## src/hdl/csp_pkg.sv

```systemverilog
`default_nettype none
// ----------------------------------------------------------------------------
// csp_pkg
// Shared types, codes and helpers of the cubature sigma point generator.
// ----------------------------------------------------------------------------
package csp_pkg;

    localparam int DATA_W    = 32;
    localparam int ACC_W     = 64;
    localparam int MUL_W     = 34;
    localparam int PROD_W    = 68;
    localparam int PN_W      = 6;
    localparam int IDX_W     = 3;
    localparam int FADDR_W   = 5;
    localparam int NUM_COORD = 5;

    typedef enum logic [1:0] {
        OP_LOAD_MEAN = 2'd0,
        OP_LOAD_COV  = 2'd1,
        OP_GENERATE  = 2'd2
    } op_t;

    typedef enum logic [3:0] {
        ST_IDLE,
        ST_LD_RD,
        ST_LD_ACC,
        ST_MAC_RD,
        ST_MAC_MUL,
        ST_MAC_ACC,
        ST_DCHK,
        ST_ZERO,
        ST_SQRT,
        ST_DIV_GO,
        ST_DIV,
        ST_COORD,
        ST_OUT
    } state_t;

    typedef enum logic [1:0] {
        PH_DIAG,
        PH_OFF,
        PH_EMIT
    } phase_t;

    typedef enum logic [1:0] {
        EP_MEAN,
        EP_PAT,
        EP_AXIS
    } point_kind_t;

    typedef enum logic [1:0] {
        MS_NONE,
        MS_HALF,
        MS_BETA
    } mult_sel_t;

    typedef enum logic [1:0] {
        FW_ROOT,
        FW_QUOT,
        FW_ZERO
    } fw_sel_t;

    typedef struct packed {
        logic [FADDR_W-1:0] fa_addr;
        logic [FADDR_W-1:0] fb_addr;
        logic [FADDR_W-1:0] cov_addr;
        logic [FADDR_W-1:0] fw_addr;
        logic [IDX_W-1:0]   mean_addr;
        logic [IDX_W-1:0]   coord_idx;
        logic               acc_load;
        logic               acc_from_mean;
        logic               mul_en;
        logic               emit_mode;
        logic               acc_upd;
        logic               mask_a;
        logic               mask_b;
        logic               neg_a;
        logic               neg_b;
        logic               use_b;
        mult_sel_t          mult_sel;
        logic               sqrt_start;
        logic               div_start;
        logic               fw_en;
        fw_sel_t            fw_sel;
        logic               bad_clr;
        logic               bad_set;
        logic               coord_wr;
        logic               out_load;
        logic [PN_W-1:0]    point_num;
        logic               last;
    } cmd_t;

    typedef struct packed {
        logic acc_le_zero;
        logic sqrt_done;
        logic div_done;
        logic out_free;
    } stat_t;

    function automatic logic [DATA_W-1:0] sat32(input logic signed [ACC_W-1:0] v);
        logic [DATA_W-1:0] r;
        if (v > 64'sh0000_0000_7FFF_FFFF) begin
            r = 32'h7FFF_FFFF;
        end else if (v < -64'sh0000_0000_8000_0000) begin
            r = 32'h8000_0000;
        end else begin
            r = v[DATA_W-1:0];
        end
        return r;
    endfunction

    // floor square root, two radicand bits per step
    function automatic logic [63:0] isqrt_const(input logic [63:0] x);
        logic [63:0] xs;
        logic [35:0] rem;
        logic [35:0] trial;
        logic [31:0] root;
        xs   = x;
        rem  = '0;
        root = '0;
        for (int n = 0; n < 32; n++) begin
            rem   = {rem[33:0], xs[63:62]};
            xs    = xs << 2;
            trial = {2'b00, root, 2'b01};
            if (rem >= trial) begin
                rem  = rem - trial;
                root = {root[30:0], 1'b1};
            end else begin
                root = {root[30:0], 1'b0};
            end
        end
        return {32'd0, root};
    endfunction

endpackage
`default_nettype wire

```

## src/hdl/csp_ctrl.sv

```systemverilog
`default_nettype none
// ----------------------------------------------------------------------------
// csp_ctrl
// Sequencer for the Cholesky factorization and the point emission.
// ----------------------------------------------------------------------------
module csp_ctrl #(
    parameter int DIM = 4
) (
    input  wire logic           aclk,
    input  wire logic           aresetn,
    input  wire logic           go,
    input  wire csp_pkg::stat_t stat,
    output csp_pkg::cmd_t       cmd,
    output logic                idle
);

    localparam int ROW_W = (DIM > 1) ? $clog2(DIM) : 1;
    localparam int FAW   = csp_pkg::FADDR_W;
    localparam int IW    = csp_pkg::IDX_W;
    localparam int PNW   = csp_pkg::PN_W;
    localparam logic [ROW_W-1:0] DLAST = ROW_W'(DIM - 1);
    localparam logic [ROW_W-1:0] PLAST = ROW_W'((DIM > 1) ? DIM - 2 : 0);
    localparam logic [PNW-1:0]   PN_LAST = PNW'(2 * DIM * DIM);

    csp_pkg::state_t      state_reg, state_next;
    csp_pkg::phase_t      ph_reg, ph_next;
    csp_pkg::point_kind_t ept_reg, ept_next;
    logic [ROW_W-1:0] j_reg, j_next, i_reg, i_next, k_reg, k_next, r_reg, r_next;
    logic [ROW_W-1:0] pi_reg, pi_next, pj_reg, pj_next;
    logic [1:0]       pk_reg, pk_next;
    logic             ak_reg, ak_next;
    logic [PNW-1:0]   pn_reg, pn_next;
    logic             emit;

    function automatic logic [FAW-1:0] fidx(input logic [ROW_W-1:0] row,
                                            input logic [ROW_W-1:0] col);
        return FAW'(row * DIM + col);
    endfunction

    assign emit = (ph_reg == csp_pkg::PH_EMIT);

    always_comb begin
        state_next = state_reg;
        unique case (state_reg)
            csp_pkg::ST_IDLE: begin
                if (go) state_next = csp_pkg::ST_LD_RD;
            end
            csp_pkg::ST_LD_RD:   state_next = csp_pkg::ST_LD_ACC;
            csp_pkg::ST_LD_ACC: begin
                if (emit || j_reg != '0) begin
                    state_next = csp_pkg::ST_MAC_RD;
                end else begin
                    state_next = csp_pkg::ST_DCHK;
                end
            end
            csp_pkg::ST_MAC_RD:  state_next = csp_pkg::ST_MAC_MUL;
            csp_pkg::ST_MAC_MUL: state_next = csp_pkg::ST_MAC_ACC;
            csp_pkg::ST_MAC_ACC: begin
                if (!emit && ROW_W'(k_reg + 1'b1) != j_reg) begin
                    state_next = csp_pkg::ST_MAC_RD;
                end else if (emit) begin
                    state_next = csp_pkg::ST_COORD;
                end else if (ph_reg == csp_pkg::PH_OFF) begin
                    state_next = csp_pkg::ST_DIV_GO;
                end else begin
                    state_next = csp_pkg::ST_DCHK;
                end
            end
            csp_pkg::ST_DCHK: begin
                if (ph_reg == csp_pkg::PH_OFF) begin
                    state_next = csp_pkg::ST_DIV_GO;
                end else if (stat.acc_le_zero) begin
                    state_next = csp_pkg::ST_ZERO;
                end else begin
                    state_next = csp_pkg::ST_SQRT;
                end
            end
            csp_pkg::ST_ZERO: begin
                if (i_reg == DLAST) state_next = csp_pkg::ST_LD_RD;
            end
            csp_pkg::ST_SQRT: begin
                if (stat.sqrt_done) state_next = csp_pkg::ST_LD_RD;
            end
            csp_pkg::ST_DIV_GO:  state_next = csp_pkg::ST_DIV;
            csp_pkg::ST_DIV: begin
                if (stat.div_done) state_next = csp_pkg::ST_LD_RD;
            end
            csp_pkg::ST_COORD: begin
                if (r_reg == DLAST) begin
                    state_next = csp_pkg::ST_OUT;
                end else begin
                    state_next = csp_pkg::ST_LD_RD;
                end
            end
            csp_pkg::ST_OUT: begin
                if (stat.out_free) begin
                    state_next = (pn_reg == PN_LAST) ? csp_pkg::ST_IDLE : csp_pkg::ST_LD_RD;
                end
            end
            default: state_next = csp_pkg::ST_IDLE;
        endcase
    end

    // loop counters
    always_comb begin
        ph_next  = ph_reg;
        ept_next = ept_reg;
        j_next   = j_reg;
        i_next   = i_reg;
        k_next   = k_reg;
        r_next   = r_reg;
        pi_next  = pi_reg;
        pj_next  = pj_reg;
        pk_next  = pk_reg;
        ak_next  = ak_reg;
        pn_next  = pn_reg;
        case (state_reg)
            csp_pkg::ST_IDLE: begin
                ph_next = csp_pkg::PH_DIAG;
                j_next  = '0;
            end
            csp_pkg::ST_LD_ACC: k_next = '0;
            csp_pkg::ST_MAC_ACC: k_next = ROW_W'(k_reg + 1'b1);
            csp_pkg::ST_DCHK: begin
                if (ph_reg == csp_pkg::PH_DIAG) i_next = j_reg;
            end
            csp_pkg::ST_ZERO, csp_pkg::ST_DIV: begin
                if ((state_reg == csp_pkg::ST_ZERO) || stat.div_done) begin
                    if (i_reg != DLAST) begin
                        i_next = ROW_W'(i_reg + 1'b1);
                    end else if (j_reg != DLAST) begin
                        j_next  = ROW_W'(j_reg + 1'b1);
                        ph_next = csp_pkg::PH_DIAG;
                    end else begin
                        ph_next  = csp_pkg::PH_EMIT;
                        ept_next = csp_pkg::EP_MEAN;
                        pn_next  = '0;
                        r_next   = '0;
                    end
                end
            end
            csp_pkg::ST_SQRT: begin
                if (stat.sqrt_done) begin
                    if (j_reg != DLAST) begin
                        i_next  = ROW_W'(j_reg + 1'b1);
                        ph_next = csp_pkg::PH_OFF;
                    end else begin
                        ph_next  = csp_pkg::PH_EMIT;
                        ept_next = csp_pkg::EP_MEAN;
                        pn_next  = '0;
                        r_next   = '0;
                    end
                end
            end
            csp_pkg::ST_COORD: r_next = ROW_W'(r_reg + 1'b1);
            csp_pkg::ST_OUT: begin
                if (stat.out_free) begin
                    r_next  = '0;
                    pn_next = pn_reg + 1'b1;
                    unique case (ept_reg)
                        csp_pkg::EP_MEAN: begin
                            pi_next = '0;
                            ak_next = 1'b0;
                            pk_next = '0;
                            if (DIM > 1) begin
                                ept_next = csp_pkg::EP_PAT;
                                pj_next  = ROW_W'(1);
                            end else begin
                                ept_next = csp_pkg::EP_AXIS;
                            end
                        end
                        csp_pkg::EP_PAT: begin
                            if (pj_reg != DLAST) begin
                                pj_next = ROW_W'(pj_reg + 1'b1);
                            end else if (pi_reg != PLAST) begin
                                pi_next = ROW_W'(pi_reg + 1'b1);
                                pj_next = ROW_W'(pi_reg + 2'd2);
                            end else if (pk_reg != 2'd3) begin
                                pk_next = pk_reg + 2'd1;
                                pi_next = '0;
                                pj_next = ROW_W'(1);
                            end else begin
                                ept_next = csp_pkg::EP_AXIS;
                                ak_next  = 1'b0;
                                pi_next  = '0;
                            end
                        end
                        default: begin
                            if (pi_reg != DLAST) begin
                                pi_next = ROW_W'(pi_reg + 1'b1);
                            end else begin
                                ak_next = 1'b1;
                                pi_next = '0;
                            end
                        end
                    endcase
                end
            end
            default: ;
        endcase
    end

    always_comb begin
        cmd = '0;
        cmd.cov_addr  = (ph_reg == csp_pkg::PH_DIAG) ? fidx(j_reg, j_reg) : fidx(i_reg, j_reg);
        cmd.fa_addr   = emit ? fidx(r_reg, pi_reg)
                      : ((ph_reg == csp_pkg::PH_DIAG) ? fidx(j_reg, k_reg) : fidx(i_reg, k_reg));
        cmd.fb_addr   = emit ? fidx(r_reg, pj_reg) : fidx(j_reg, k_reg);
        cmd.fw_addr   = (state_reg == csp_pkg::ST_SQRT) ? fidx(j_reg, j_reg) : fidx(i_reg, j_reg);
        cmd.mean_addr = IW'(r_reg);
        cmd.coord_idx = IW'(r_reg);
        cmd.acc_from_mean = emit;
        cmd.emit_mode = emit;
        cmd.mask_a    = emit && (r_reg < pi_reg);
        cmd.mask_b    = emit && (r_reg < pj_reg);
        cmd.neg_a     = (ept_reg == csp_pkg::EP_PAT) ? pk_reg[1] : ak_reg;
        cmd.neg_b     = pk_reg[0];
        cmd.use_b     = (ept_reg == csp_pkg::EP_PAT);
        cmd.mult_sel  = (ept_reg == csp_pkg::EP_PAT)  ? csp_pkg::MS_HALF :
                        (ept_reg == csp_pkg::EP_AXIS) ? csp_pkg::MS_BETA : csp_pkg::MS_NONE;
        cmd.fw_sel    = csp_pkg::FW_ZERO;
        cmd.point_num = pn_reg;
        cmd.last      = (pn_reg == PN_LAST);
        unique case (state_reg)
            csp_pkg::ST_IDLE:    cmd.bad_clr = go;
            csp_pkg::ST_LD_ACC:  cmd.acc_load = 1'b1;
            csp_pkg::ST_MAC_MUL: cmd.mul_en = 1'b1;
            csp_pkg::ST_MAC_ACC: cmd.acc_upd = 1'b1;
            csp_pkg::ST_DCHK: begin
                if (ph_reg == csp_pkg::PH_DIAG) begin
                    cmd.bad_set    = stat.acc_le_zero;
                    cmd.sqrt_start = !stat.acc_le_zero;
                end
            end
            csp_pkg::ST_ZERO: cmd.fw_en = 1'b1;
            csp_pkg::ST_SQRT: begin
                cmd.fw_en  = stat.sqrt_done;
                cmd.fw_sel = csp_pkg::FW_ROOT;
            end
            csp_pkg::ST_DIV_GO: cmd.div_start = 1'b1;
            csp_pkg::ST_DIV: begin
                cmd.fw_en  = stat.div_done;
                cmd.fw_sel = csp_pkg::FW_QUOT;
            end
            csp_pkg::ST_COORD: cmd.coord_wr = 1'b1;
            csp_pkg::ST_OUT:   cmd.out_load = stat.out_free;
            default: ;
        endcase
    end

    always_ff @(posedge aclk) begin
        if (!aresetn) begin
            state_reg <= csp_pkg::ST_IDLE;
            ph_reg    <= csp_pkg::PH_DIAG;
            ept_reg   <= csp_pkg::EP_MEAN;
            j_reg     <= '0;
            i_reg     <= '0;
            k_reg     <= '0;
            r_reg     <= '0;
            pi_reg    <= '0;
            pj_reg    <= '0;
            pk_reg    <= '0;
            ak_reg    <= 1'b0;
            pn_reg    <= '0;
        end else begin
            state_reg <= state_next;
            ph_reg    <= ph_next;
            ept_reg   <= ept_next;
            j_reg     <= j_next;
            i_reg     <= i_next;
            k_reg     <= k_next;
            r_reg     <= r_next;
            pi_reg    <= pi_next;
            pj_reg    <= pj_next;
            pk_reg    <= pk_next;
            ak_reg    <= ak_next;
            pn_reg    <= pn_next;
        end
    end

    assign idle = (state_reg == csp_pkg::ST_IDLE);

endmodule
`default_nettype wire

```

## config.mk

```make
export PLATFORM = sky130hd
export DESIGN_NAME = csp_ctrl
export DESIGN_NICKNAME = d
export VERILOG_FILES = /design/src/hdl/csp_pkg.sv /design/src/hdl/csp_ctrl.sv
export SDC_FILE = /design/constraint.sdc
export NUM_CORES = 1
export LEC_CHECK = 0
export BUFFER_PORTS_ARGS = -buffer_cell sky130_fd_sc_hd__buf_2
export CAP_MARGIN = 20
export CELL_PAD_IN_SITES_DETAIL_PLACEMENT = 0
export CELL_PAD_IN_SITES_GLOBAL_PLACEMENT = 2
export CORE_MARGIN = 2
export CORE_UTILIZATION = 32
export CTS_CLUSTER_DIAMETER = 100
export DETAILED_ROUTE_END_ITERATION = 12
export HOLD_SLACK_MARGIN = 0.02
export PLACE_DENSITY = 0.85
export SYNTH_ARGS = -nofsm -noshare
export SYNTH_HDL_FRONTEND = slang
export SYNTH_SLANG_ARGS = --single-unit
```

## constraint.sdc

```tcl
create_clock -name aclk -period 2.9 [get_ports aclk]
set_input_delay 0.58 -clock aclk [delete_from_list [all_inputs] [get_ports aclk]]
set_output_delay 0.58 -clock aclk [all_outputs]
set_load 0.02 [all_outputs]
```

==> results.md, run 1 <==
- WL per Instance: between 10 and 15 um
- Post-CTS setup buffer count: 0
- Largest stage delay on the critical path: roughly 700 ps
- Setup tns final: 0 ps
- Site Rows: 31
- Worst vdd rail ir drop: 0.2163 mV
- Post-cts hold buffer count: 0
- Ys flop type: sky130_fd_sc_hd__dfxtp_1
- MaxCap Viol Count: 0
- Clock latency reported for the late side of the worst-skew pair: between 200 and 300 ps
- Growth of design area from synthesis to finish: 14.10%
- Post-synthesis area per instance: approximately 7.6 um2
- Core region area: between 0.007 and 0.008 mm2
- Crit path launch type: flop
- Total CTS buffers: 5
- Critical-path cell list: or4b_1 -> o21ai_0 -> buf_2
- Number of enable flip-flop cells after synthesis: 0
- Clk sink count: 29
- H-tree Lvls: 2
- FF+latch count, synth: 29
- CP Data Arrival Time: 2010 ps
- Final clock skew: 8.710 ps
- Die outline height: around 91 um
- Endpoint kind of the worst setup timing path: output port
- Number of buffers inserted by port buffering: 55
- Cts repair resizes: 0
- Pre-Repair DR Iteration Count: 4
- Wire length of the first global-routing pass: ~11 mm
- DP HPWL: between 5 and 6 mm
- Die area: 0.008310 mm2
- Crit Path Class: reg -> out
- I/O pins: 62
- Worst slew margin relative to its limit: 0.5232
- Hold Crit Class: reg -> reg
- Wirelength, routed: roughly 7 mm
- Portion of the clock cycle consumed by the worst path in the final layout: 0.8926
- Routed Antenna Nets: 0
- Clock tree from TritonCTS: done
- Vias in the first global route: 2223
- Final setup vio count: 0
- Grt total ovfl: 0
- Gate count of the mapped netlist: roughly 320
- Initial Util: 0.3334
- Outcome: complete, no violations
- Post-Place Cells: between 400 and 500
- Initial antenna violation count: 0
- Residual DRC: 0
- Die width: ~91 um
- NumNets Final: 385
- Setup repair after global routing missed its margin: no
- Number of distinct library cells after synthesis: 57
- Share of the yosys chip area belonging to registers: 0.2388
- Hold Fails Final Rpt: 0
- DRC marker count from the first detailed-route iteration: 87
- Power Density: 507.0 mW/mm2
- Total count of max-transition violations in the final report: 0
- Transition time of the tightest slew-check pin: 714.4 ps
- Critical-path top delay cell: sky130_fd_sc_hd__or4b_1
- Largest driver fanout on the critical path: 18
- Non-filler cells in the finished layout: around 460
- Fin crit period: around 2600 ps
- Routability congestion estimate: 0.8274
- Maximum root-to-sink buffer count: 2
- Cell leakage power: 0.001212 uW
- Hold Path Cell Cnt: 2
- Clock slew seen by the registers of the worst setup and hold paths: around 60 ps
- Async set-or-reset flop fraction in the synthesized netlist: 0
- Via-to-Cell Ratio: ~5.2
- Via count of the routed design: about 2400
- Share of layout cells above drive strength 1: 0.2139
- Synth Warn #: 0
- Maximum achievable frequency: just under 400 MHz
- Combined global-route utilization of all metal layers: 0.1683
- Netlist area before placement: 0.002431 mm2
- Antenna diode instance count: 0
- Data required time at the worst endpoint: around 2300 ps
- Master cell of the clock root buffer: sky130_fd_sc_hd__clkbuf_8
- Maximum number of pins on one net before global-route repair: 22
- Max FFs per register: 6
- Worst reg-to-reg path cell count: 6
-- synthesized netlist by cell type, drive strengths merged, types with 6 or more instances --
cell     n  area share
nand2b  15       0.039
a211oi   6       0.021
dfxtp   29        0.24
o211ai   6       0.021
clkbuf  10       0.015
a21oi   24       0.049
nand2   32       0.049
inv     23       0.036
buf     21       0.061
ha      19       0.098
nor2    26       0.041
o21ai   15       0.031
mux2i    6       0.025
nand3    8       0.016
-- layout make-up --
class	count	area, um2
Inverter	23	86.33
Timing Repair Buffer	59	305.3
Fill cell	829	4518
Clock buffer	8	80.08
Multi-Input combinational cell	241	1598
Sequential cell	29	580.6
Tap cell	99	123.9
-- path summary, 6_finish.rpt --
| check | startpoint | to | slack (ps) |
|---|---|---|---|
| max | state_reg[0] | cmd[36] | 310 |
| min | ph_reg[1] | ph_reg[1] | 500 |
| max reg2reg | state_reg[0] | pj_reg[1] | 670 |
| min reg2reg | ph_reg[1] | ph_reg[1] | 500 |
-- worst max-delay path, delay by kind of cell, from the launching register on --
kind,cells,cell delay (ps)
flops,1,480
compound gates,1,300
simple gates,1,720
buf+inv,1,220
-- through the flow --
step / worst slack, ps / area [um2] / hold WS [ps] / power (uW) / util
final: 311.5 / 2774 / 501.4 / 1406 / 0.3804
after floorplan: 389.9 / 2450 / 453.0 / 936.3 / -
after CTS: 319.7 / 2774 / 500.4 / 1411 / 0.3804
after detailed placement: 639.5 / 2694 / 492.0 / 1081 / 0.3694
after global routing: 197.9 / 2774 / 538.6 / 1500 / 0.3804
after global placement: 631.3 / 2694 / 481.8 / 1084 / 0.3694
-- power breakdown --
part	leakage [uW]	switching, uW	internal [uW]
Combinational	0.000938	343	224
Sequential	0.000234	90.7	423
Clock	0.0000395	155	170
-- cells in the final DEF (no fill, tap or decap), types with 2 or more instances in the layout --
master	n
sky130_fd_sc_hd__a211o_1	3
sky130_fd_sc_hd__a211oi_1	5
sky130_fd_sc_hd__a21boi_0	2
sky130_fd_sc_hd__a21oi_1	24
sky130_fd_sc_hd__a221oi_1	4
sky130_fd_sc_hd__a22oi_1	2
sky130_fd_sc_hd__a32oi_1	3
sky130_fd_sc_hd__and2_1	2
sky130_fd_sc_hd__and3_1	2
sky130_fd_sc_hd__and3b_1	4
sky130_fd_sc_hd__buf_2	55
sky130_fd_sc_hd__buf_4	4
sky130_fd_sc_hd__clkbuf_1	3
sky130_fd_sc_hd__clkbuf_8	5
sky130_fd_sc_hd__conb_1	6
sky130_fd_sc_hd__dfxtp_1	29
sky130_fd_sc_hd__ha_1	19
sky130_fd_sc_hd__inv_1	23
sky130_fd_sc_hd__mux2_2	5
sky130_fd_sc_hd__mux2i_1	6
sky130_fd_sc_hd__nand2_1	32
sky130_fd_sc_hd__nand2b_1	15
sky130_fd_sc_hd__nand3_1	8
sky130_fd_sc_hd__nand3b_1	3
sky130_fd_sc_hd__nand4_1	2
sky130_fd_sc_hd__nor2_1	25
sky130_fd_sc_hd__nor2b_1	4
sky130_fd_sc_hd__nor3_1	4
sky130_fd_sc_hd__nor4_1	3
sky130_fd_sc_hd__o211ai_1	5
sky130_fd_sc_hd__o21a_1	4
sky130_fd_sc_hd__o21ai_0	15
sky130_fd_sc_hd__o21bai_1	3
sky130_fd_sc_hd__o22ai_1	2
sky130_fd_sc_hd__o32ai_1	4
sky130_fd_sc_hd__or3_1	5
-- layer usage --
layer | vias to the layer above | wire length (um) | GRT usage
met4 | 0 | 75 | 0.04167
met5 | - | 0 | 0
li1 | 1189 | - | -
met2 | 48 | 3327 | 0.2833
met1 | 1125 | 3202 | 0.2207
met3 | 8 | 244 | 0.03320
-- cell families after synthesis --
group	share of synthesized area
XOR/XNOR	0.003603
other	0.001543
flip-flops	0.2388
buffers and inverters	0.1117
AO/OA/AOI/OAI	0.2476
AND/OR/NAND/NOR	0.2512
multiplexers	0.04786
adder cells (fa/ha/maj)	0.09779
(Power assumes the default switching activity.)
==> run 2, diff against run 1 <==
- clock period: 2.9 -> 3.1 ns (I/O delays scaled with it)
==> run 2 against run 1 <==
Core utilization is 0.19 points lower. Worst hold slack worse by 12 ps. Critical path depth stayed put. Non-clock buffer count is 1 lower. Register-to-register slack better by 40 ps. Largest cell class unchanged.
==> results.md, run 2 (synthesis gave the netlist of run 1 again) <==
- Portion of the clock cycle consumed by the worst path in the final layout: 0.8547
- Largest driver fanout on the critical path: 25 (+7)
- Placement-stage worst setup slack: 762.2 ps (+122.7 ps)
- Max FFs per register: 6 (unchanged)
- Post-Place Cells: 450 (-0.22%)
- Pre-Repair DR Iteration Count: 4 (unchanged)
- Via count of the routed design: 2382 (+0.51%)
- Fin crit period: 2650 ps
- DP HPWL: 5.240 mm (-0.98%)
- Crit path launch type: flop
- Placed cell areas: 0.002686 mm2 (-0.28%)
- Final setup vio count: 0 (unchanged)
- Wirelength, routed: 6.853 mm (about the same)
- Worst setup slack for register-to-register paths: 710 ps (+40 ps)
- Hold slack final: 489.5 ps (-11.89 ps)
- Master cell of the clock root buffer: sky130_fd_sc_hd__clkbuf_8
- I/O pins: 62 (unchanged)
- Hold Crit Class: reg -> reg
- Final instance area: 0.002760 mm2 (-0.50%)
- WL per Instance: 15.03 um (+0.70%)
- NumNets Final: 384 (-0.26%)
- Core region area: 0.007292 mm2 (unchanged)
- Transition time of the tightest slew-check pin: 778.3 ps (+63.93 ps)
- Clk sink count: 29 (unchanged)
- Setup repair after global routing missed its margin: no
- Die outline height: 91.16 um (unchanged)
- Data required time at the worst endpoint: 2480 ps (+160 ps)
- Antenna diode instance count: 0 (unchanged)
- Vias in the first global route: 2321 (+4.4%)
- Largest stage delay on the critical path: 690 ps (-30 ps)
- Combined global-route utilization of all metal layers: 0.1694 (+0.001074)
- Number of buffers inserted by port buffering: 55 (unchanged)
- Clock tree from TritonCTS: done
- Non-filler cells in the finished layout: 456 (-0.65%)
- Critical-path cell list: or4b_1 -> o21ai_0 -> buf_2
- Post-cts hold buffer count: 0 (unchanged)
- Routed Antenna Nets: 0 (unchanged)
- Worst slew margin relative to its limit: 0.4804 (-0.04281)
- Worst vdd rail ir drop: 0.1954 mV (-9.7%)
- Growth of design area from synthesis to finish: 13.54%
- Clock latency reported for the late side of the worst-skew pair: 290 ps (about the same)
- Crit Path Class: reg -> out
- Maximum root-to-sink buffer count: 2 (unchanged)
- Layout fillers: 830 (+0.12%)
- Initial Util: 0.3334 (unchanged)
- Die width: 91.16 um (unchanged)
- DRC marker count from the first detailed-route iteration: 112 (+29%)
- Fin worst setup slack: 450.3 ps (+138.9 ps)
- Routability congestion estimate: 0.8110 (-2.0%)
- Endpoint kind of the worst setup timing path: output port
- Maximum achievable frequency: 377.4 MHz
- Residual DRC: 0 (unchanged)
- Cts repair resizes: 0 (unchanged)
- MaxCap Viol Count: 0 (unchanged)
- Most frequent standard cell in the layout excluding fill and tap cells: sky130_fd_sc_hd__buf_2
- Share of layout cells above drive strength 1: 0.2157 (+0.001797)
- Total count of max-transition violations in the final report: 0 (unchanged)
- Hold Fails Final Rpt: 0 (unchanged)
- Commonest non-fill, non-tap cells in the layout: sky130_fd_sc_hd__buf_2, sky130_fd_sc_hd__nand2_1, sky130_fd_sc_hd__dfxtp_1
- Power Density: 469.7 mW/mm2 (-7.4%)
- Clock slew seen by the registers of the worst setup and hold paths: 70 ps (about the same)
- Site Rows: 31 (unchanged)
- Maximum number of pins on one net before global-route repair: 26 (+18%)
- Setup tns final: 0 ps (unchanged)
- Initial antenna violation count: 0 (unchanged)
- CP Data Arrival Time: 2030 ps (+20 ps)
- Grt total ovfl: 0 (unchanged)
- Via-to-Cell Ratio: 5.224 (+1.2%)
- Die area: 0.008310 mm2 (unchanged)
- Final clock skew: 9.033 ps (+0.3232 ps)
- Critical-path top delay cell: sky130_fd_sc_hd__or4b_1
- Post-CTS setup buffer count: 0 (unchanged)
- H-tree Lvls: 2 (unchanged)
- Cell leakage power: 0.001207 uW (-0.41%)
- Outcome: complete, no violations
- Total CTS buffers: 5 (unchanged)
- Wire length of the first global-routing pass: 11.43 mm (+1.3%)
[run 2: cell types whose count changed in the layout (fill, tap and decap cells not counted)]
cell                       previous run  this run
sky130_fd_sc_hd__buf_4                4         3
sky130_fd_sc_hd__clkbuf_1             3         0
sky130_fd_sc_hd__clkinv_2             0         1
[run 2: layer usage]
| metal | vias to the layer above | GRT usage | share of wire | routed length [um] |
|---|---|---|---|---|
| met5 | - | 0 | 0 | 0 |
| met4 | 0 | 0.04419 | 0.013 | 92 |
| met3 | 11 | 0.03817 | 0.041 | 281 |
| met2 | 57 | 0.2895 | 0.49 | 3324 |
| met1 | 1126 | 0.2147 | 0.46 | 3154 |
| li1 | 1188 | - | - | - |
[run 2: path summary, 6_finish.rpt]
kind	to	cells past startpoint	startpoint
worst max-delay path	cmd[37]	3	state_reg[2]
worst min-delay path	ph_reg[1]	2	ph_reg[1]
worst max register to register	pn_reg[5]	5	state_reg[2]
worst min register to register	ph_reg[1]	2	ph_reg[1]
[run 2: area by class of cell]
cell class | instances | area, um2 | share of cell area
clock buffers | 5 | 68.82 | 0.02493
clock inverters | 1 | 5.005 | 0.001813
inverters | 23 | 86.33 | 0.03128
multi-input cells | 241 | 1598 | 0.5789
flip-flops and latches | 29 | 580.6 | 0.2103
well taps | 99 | 123.9 | 0.04488
repair buffers | 58 | 297.8 | 0.1079
[run 2: metrics by stage]
stage,power [uW],util
2_1_floorplan,875.9,-
3_5_place_dp,1007,0.3684
4_1_cts,1299,0.3785
5_1_grt,1381,0.3785
6_report,1297,0.3785
3_3_place_gp,1014,0.3684
[run 2: worst max-delay path, delay by kind of cell, from the launching register on]
family          cells  cell delay (ps)
simple gates        1              690
flops               1              560
compound gates      1              270
buf+inv             1              210
[run 2: report_power, final]
part | total (uW) | switching [uW] | internal, uW
combinational | 526 | 322 | 203
clock | 290 | 143 | 147
sequential | 481 | 84.5 | 396
